<file path="config.mk">
export PLATFORM = sky130hd
export DESIGN_NAME = mcpt_mul
export DESIGN_NICKNAME = d
export VERILOG_FILES = /design/src/rtl/mcpt_pkg.sv /design/src/rtl/mcpt_mul.sv
export SDC_FILE = /design/constraint.sdc
export NUM_CORES = 2
export LEC_CHECK = 0
export BUFFER_PORTS_ARGS = -buffer_cell sky130_fd_sc_hd__buf_2
export CAP_MARGIN = 0
export CORE_ASPECT_RATIO = 0.5
export CORE_MARGIN = 1
export CORE_UTILIZATION = 59
export CTS_CLUSTER_DIAMETER = 80
export DETAILED_ROUTE_END_ITERATION = 6
export HOLD_SLACK_MARGIN = 0.06
export PLACE_DENSITY = 0.8
export SETUP_SLACK_MARGIN = 0.02
export SYNTH_ARGS = -nofsm -noshare
export SYNTH_HDL_FRONTEND = slang
export SYNTH_SLANG_ARGS = --single-unit
</file>
<file path="constraint.sdc">
create_clock -name aclk -period 7.25 [get_ports aclk]
set_clock_uncertainty 0.05 [all_clocks]
set_input_delay 1.0875 -clock aclk [delete_from_list [all_inputs] [get_ports aclk]]
set_output_delay 1.0875 -clock aclk [all_outputs]
set_load 0.01 [all_outputs]
</file>
<file path="src/rtl/mcpt_pkg.sv">
// Shared types, codes and constants of the PWM / one-shot timer bank.
package mcpt_pkg;

    localparam int DEF_CHANNELS  = 16;
    localparam int DEF_TIME_BITS = 24;

    typedef enum logic [2:0] {
        CMD_TICK     = 3'd0,
        CMD_SET_PWM  = 3'd1,
        CMD_SET_OS   = 3'd2,
        CMD_SET_FOL  = 3'd3,
        CMD_DUTY     = 3'd4,
        CMD_DECONF   = 3'd5,
        CMD_RESET_OS = 3'd6,
        CMD_READ     = 3'd7
    } cmd_t;

    typedef enum logic [1:0] {
        MODE_NONE    = 2'd0,
        MODE_PWM     = 2'd1,
        MODE_ONESHOT = 2'd2,
        MODE_FOLLOW  = 2'd3
    } mode_t;

    typedef enum logic [2:0] {
        ST_IDLE,
        ST_TICK_A,
        ST_TICK_B,
        ST_DUTY_MUL,
        ST_DUTY_FOL,
        ST_FOL_MUL,
        ST_SUM,
        ST_OUT
    } state_t;

    // Sequencer controls handed to the multiplier.
    typedef struct packed {
        logic        start;
        logic [40:0] a;
        logic [15:0] b;
    } mul_req_t;

endpackage

</file>
<file path="src/rtl/mcpt_mul.sv">
// Shared registered multiplier: 41 by 16 bits split into 21x16 and 20x16 halves.
module mcpt_mul
    import mcpt_pkg::*;
(
    input  logic        aclk,
    input  mul_req_t    req,
    output logic [56:0] prod
);
    logic [36:0] lo_reg;
    logic [35:0] hi_reg;

    always_ff @(posedge aclk) begin
        if (req.start) begin
            lo_reg <= {16'd0, req.a[20:0]} * {21'd0, req.b};
            hi_reg <= {16'd0, req.a[40:21]} * {20'd0, req.b};
        end
    end

    assign prod = {21'd0, hi_reg} * 57'd2097152 + {20'd0, lo_reg};
endmodule
</file>
# After elaboration in Yosys (flattened, before gate mapping)
# Index checks and enable logic that the tools add are counted.
[word_totals]
latchBits = 0
ramBits = 0
rom_bits = 0
mem_count = 0
register_bits = 73
inputBits = 59
elab_cells = 5
[classes]
shifts = 0
n_lt_le_gt_ge = 0
n_div = 0
eq_ne = 0
addsub = 1
multipliers = 2
n_mux = 0
n_bitwise = 0
reduce_logical = 0
[ops]
columns = ["operator", "count"]
rows = [
  ["57-bit by 37-bit adder with 57-bit output", 1],
  ["21-bit by 16-bit multiplier with 37-bit output", 1],
  ["20-bit by 16-bit multiplier with 36-bit output", 1],
]

# Longest topological paths before layout
[logic_depth]
ltp_word = 1
ltp_mapped = 25
depth_no_buf = 23

# Worst setup path after synthesis
# No wires, ideal clock.
[synth_path]
path_kind = "input to register"
from = "input port req[1] in the netlist's numbering"
to = "register hi_reg[35] (data pin)"
required_ns = 6.940
arrival_ns = 6.538
path_slack_ns = 0.403
setup_ns = 0.260
path_stages = 23
n_path_buf = 2
path_cell_list = "clkbuf_1 > nand2_1 > fa_1 > inv_1 > fa_1 > inv_1 > fa_1 > inv_1 > fa_1 > inv_1 > fa_1 > fa_1 > inv_1 > ha_1 > clkbuf_1 > a21o_1 > a21o_1 > a221oi_1 > nor2b_1 > a2111o_1 > a31oi_2 > o21ai_1 > xnor2_1"
[synth_via]
elab_chain_len = 1
[synth_lines]
columns = ["element", "line", "text"]
rows = [
  ["start, declared", "mcpt_mul.sv:6", "input mul_req_t req,"],
  ["20-bit by 16-bit multiplier with 36-bit output", "mcpt_mul.sv:15", "hi_reg <= {16'd0, req.a[40:21]} * {20'd0, req.b};"],
  ["end signal, assigned", "mcpt_mul.sv:15", ""],
  ["end, declared", "mcpt_mul.sv:10", "logic [35:0] hi_reg;"],
]
# Every way passes these cells.
# A chain may end at the register's enable or synchronous reset.

# Worst setup path after layout
[layout_path]
from = "input port req[3] in the netlist's numbering"
to = "register lo_reg[32] (data pin)"
[layout_via]
elab_chain_len = 1
[layout_lines]
columns = ["element", "line", "text"]
rows = [
  ["21-bit by 16-bit multiplier with 37-bit output", "mcpt_mul.sv:14", "lo_reg <= {16'd0, req.a[20:0]} * {21'd0, req.b};"],
  ["end signal, assigned", "mcpt_mul.sv:14", ""],
  ["end, declared", "mcpt_mul.sv:9", "logic [36:0] lo_reg;"],
]
# Every way passes these cells.

==> run_results.csv <==
group,metric,value,unit
routing,routed_wirelength,57210,microns
final_layout,seqCellArea,0.002192,sq mm
synthesis,synth_nets,3544,
job,drv_cap,0,
routing,vias,18500,
clock_tree,post-cts-setup-buffers,0,
setup_path,crit_path_start_kind,"input pin",
floorplanning,ios,116,
final_layout,area_delta_synth_final,6.867,%
setup_path,cpMostUsedCell,"fa_1",
setup_path,crit_required,7.33,ns
synthesis,ys_ff_latch,73,
sta,fmax,0.1445,GHz
worst_hold_path,whs_endpoint,"hi_reg[33]$_DFFE_PP_",
floorplanning,dieArea,0.04272,sq mm
grt,antenna_found_initial,1,
setup_path,crit_buf_inv,6,
setup_path,crit_path_max_fanout,11,
setup_path,end_kind,"flip-flop",
sta,hold_viol_final,0,
final_layout,drive_gt1_frac,0.07816,
synthesis,yosysWarnings,0,
grt,first_global_vias,19700,
synthesis,synth_area,0.02469,sq mm
setup_path,critPathMaxStageDelay,0.52,ns
floorplanning,die_h,146.6,microns
synthesis,synth_edf_count,73,
sta,fin_crit_sh,0.9547,
floorplanning,rows,52,
run_status,status,"complete, no violations",
clock_tree,clockBufferDepth,2,
worst_hold_path,worstHoldStart,"req[57]",
final_layout,nNetsFinal,3604,
floorplanning,coreArea,0.04086,sq mm
floorplanning,initial_core_util,0.6042,
placement,hpwl,47230,microns
clock_tree,path_clk_slew,0.08,ns
clock_tree,root_buffer,"clkbuf_16",
sta,rsz0062_at_grt,"no",
sta,tightest_slew,0.8046,ns
placement,dp.cells,3326,
grt,track_usage,0.2841,
routing,antenna_left,0,
worst_hold_path,min_path_type,"input pin to flip-flop",
synthesis,synth_area_per_cell,9.020,sq um
routing,drt_iter0_drc,1234,
setup_path,crit_chain,"buf_2, buf_4, nand2_1, fa_1, inv_1, fa_1, fa_1, inv_1, fa_1, fa_1, fa_1, inv_1, ha_1, buf_4, o21ai_0, nor2_1, nor2_1, o31a_1, o21ai_1, a221o_1, a31oi_1, o21ai_0, xor2_1",
grt,grt_pass1_wl,96770,microns
clock_tree,cts_buffers,9,
synthesis,synth_cell_types,55,
synthesis,netlist_instances,2737,
final_layout,nFillCells,3236,
clock_tree,clock_sinks,73,
final_layout,multi_input_area,0.01952,sq mm
placement,gp_congestion,0.9027,
placement,numPortBuffers,115,
sta,finalCriticalPeriod,6.922,ns
setup_path,arrival,7.00,ns
sta,setup_viol,0,
clock_tree,htreeDepth,3,
sta,relSlewSlack,0.4636,
routing,wl_per_cell,17.11,microns
final_layout,largest_register_ffs,37,
clock_tree,cts_tree,"yes",
synthesis,synth_seq_area_share,0.08879,
sta,drv_slew,0,
routing,drtPass1Iterations,5,
synthesis,synthFlopType,"edfxtp_1",
setup_path,cpLargestDelayFamily,"adder cells",
setup_path,slowest_stage,"fa_1",
routing,viasPerCell,5.535,
grt,grt_overflow_total,0,
grt,grt_max_degree,58,
synthesis,synthArstFlopShare,0,
final_layout,layout.cells.non_filler,3343,
floorplanning,die_w,291.3,microns
worst_hold_path,worstHoldPathCells,1,
setup_path,crit_type,"input pin to flip-flop",
routing,drcViolationCount,0,
## synthesized netlist by cell type, types with 3 or more instances
| cell | number | area share |
|---|---|---|
| o211ai_1 | 10 | 0.0030 |
| nor2b_1 | 11 | 0.0028 |
| inv_1 | 624 | 0.095 |
| nor2_1 | 34 | 0.0052 |
| or3_1 | 3 | 0.00076 |
| a21boi_0 | 3 | 0.00091 |
| nand2b_1 | 8 | 0.0020 |
| and2_1 | 251 | 0.064 |
| o31ai_1 | 3 | 0.00091 |
| nor3_1 | 7 | 0.0014 |
| o21ai_1 | 4 | 0.00081 |
| a21o_1 | 48 | 0.015 |
| o21bai_1 | 9 | 0.0027 |
| ha_1 | 233 | 0.12 |
| a41oi_1 | 4 | 0.0014 |
| o21ai_0 | 27 | 0.0055 |
| a221oi_1 | 5 | 0.0018 |
| a311oi_1 | 3 | 0.0011 |
| nand3_1 | 21 | 0.0043 |
| nand4_1 | 15 | 0.0038 |
| buf_4 | 21 | 0.0064 |
| a21oi_1 | 62 | 0.013 |
| nand2_1 | 453 | 0.069 |
| edfxtp_1 | 73 | 0.089 |
| clkbuf_1 | 122 | 0.019 |
| xor2_1 | 29 | 0.010 |
| a211oi_1 | 7 | 0.0021 |
| a31oi_1 | 7 | 0.0018 |
| xnor2_1 | 70 | 0.025 |
| fa_1 | 515 | 0.42 |
| o21a_1 | 11 | 0.0033 |
| and3_1 | 15 | 0.0038 |
## worst max path at each step
stage	start	endpoint	slack [ns]	cells past startpoint
finish	req[3]	lo_reg[32]$_DFFE_PP_	0.33	23
global route	req[25]	lo_reg[33]$_DFFE_PP_	0.06	23
CTS	req[1]	lo_reg[33]$_DFFE_PP_	0.34	22
detailed placement	req[1]	lo_reg[32]$_DFFE_PP_	-0.06	23
global placement	req[2]	hi_reg[28]$_DFFE_PP_	0.08	22
floorplan	req[1]	hi_reg[35]$_DFFE_PP_	0.40	23
## layer usage
layer,GRT usage,up-vias,share of wire
met5,0,-,0
met4,0.09048,0,0.029
met3,0.03806,139,0.059
met2,0.5104,671,0.52
met1,0.3561,9397,0.40
li1,-,8297,-
## placed cells by master, fill, tap and decap left out, types with 4 or more instances in the layout
cell type and instances:
a211oi_1 7, a21o_1 48, a21oi_1 62, a221oi_1 5, a31oi_1 7, a41oi_1 4
and2_1 251, and3_1 15, buf_12 14, buf_2 111, buf_4 66, clkbuf_16 9
edfxtp_1 73, fa_1 515, ha_1 233, inv_1 624, nand2_1 453, nand2b_1 8
nand3_1 21, nand4_1 15, nor2_1 34, nor2b_1 11, nor3_1 7, o211ai_1 10
o21a_1 11, o21ai_0 26, o21ai_1 5, o21bai_1 9, xnor2_1 70, xor2_1 29
## per-stage QoR
stage                 util  setup TNS (ns)  worst slack, ns  hold WS, ns  instance area (sq um)
floorplan                -               0           0.4026        1.150                  24690
global placement    0.6383               0          0.08148        1.431                  26080
detailed placement  0.6383         -0.1628         -0.06292        1.434                  26080
CTS                 0.6455               0           0.3357        1.034                  26370
global route        0.6457               0          0.06148        1.044                  26380
finish              0.6457               0           0.3285        1.042                  26380
## cell families (layout without fill, tap and decap cells)
group	after synthesis	count (layout)	share of synthesized area
simple gates	825	825	0.1587
flops	73	73	0.08879
fa+ha+maj	748	748	0.5357
buf+inv	769	834	0.1204
other cells	0	1	0
compound gates	223	223	0.06122
xor+xnor	99	99	0.03512
## repair_timing
action,4_1_cts,5_1_grt
hold buffers,0,0
resized for setup,0,4
setup endpoints to repair,0,3
## final cells by class
cell class | count | share of cell area
multi-input cells | 1895 | 0.7400
flip-flops and latches | 73 | 0.08309
diodes | 1 | 0.00009485
clock buffers | 9 | 0.008536
well taps | 540 | 0.02561
inverters | 624 | 0.08878
clock inverters | 7 | 0.002608
repair buffers | 194 | 0.05131
Power is left out: the tool's default activity adds up to more than one toggle a clock period on the data nets, which glitch-free logic cannot reach.
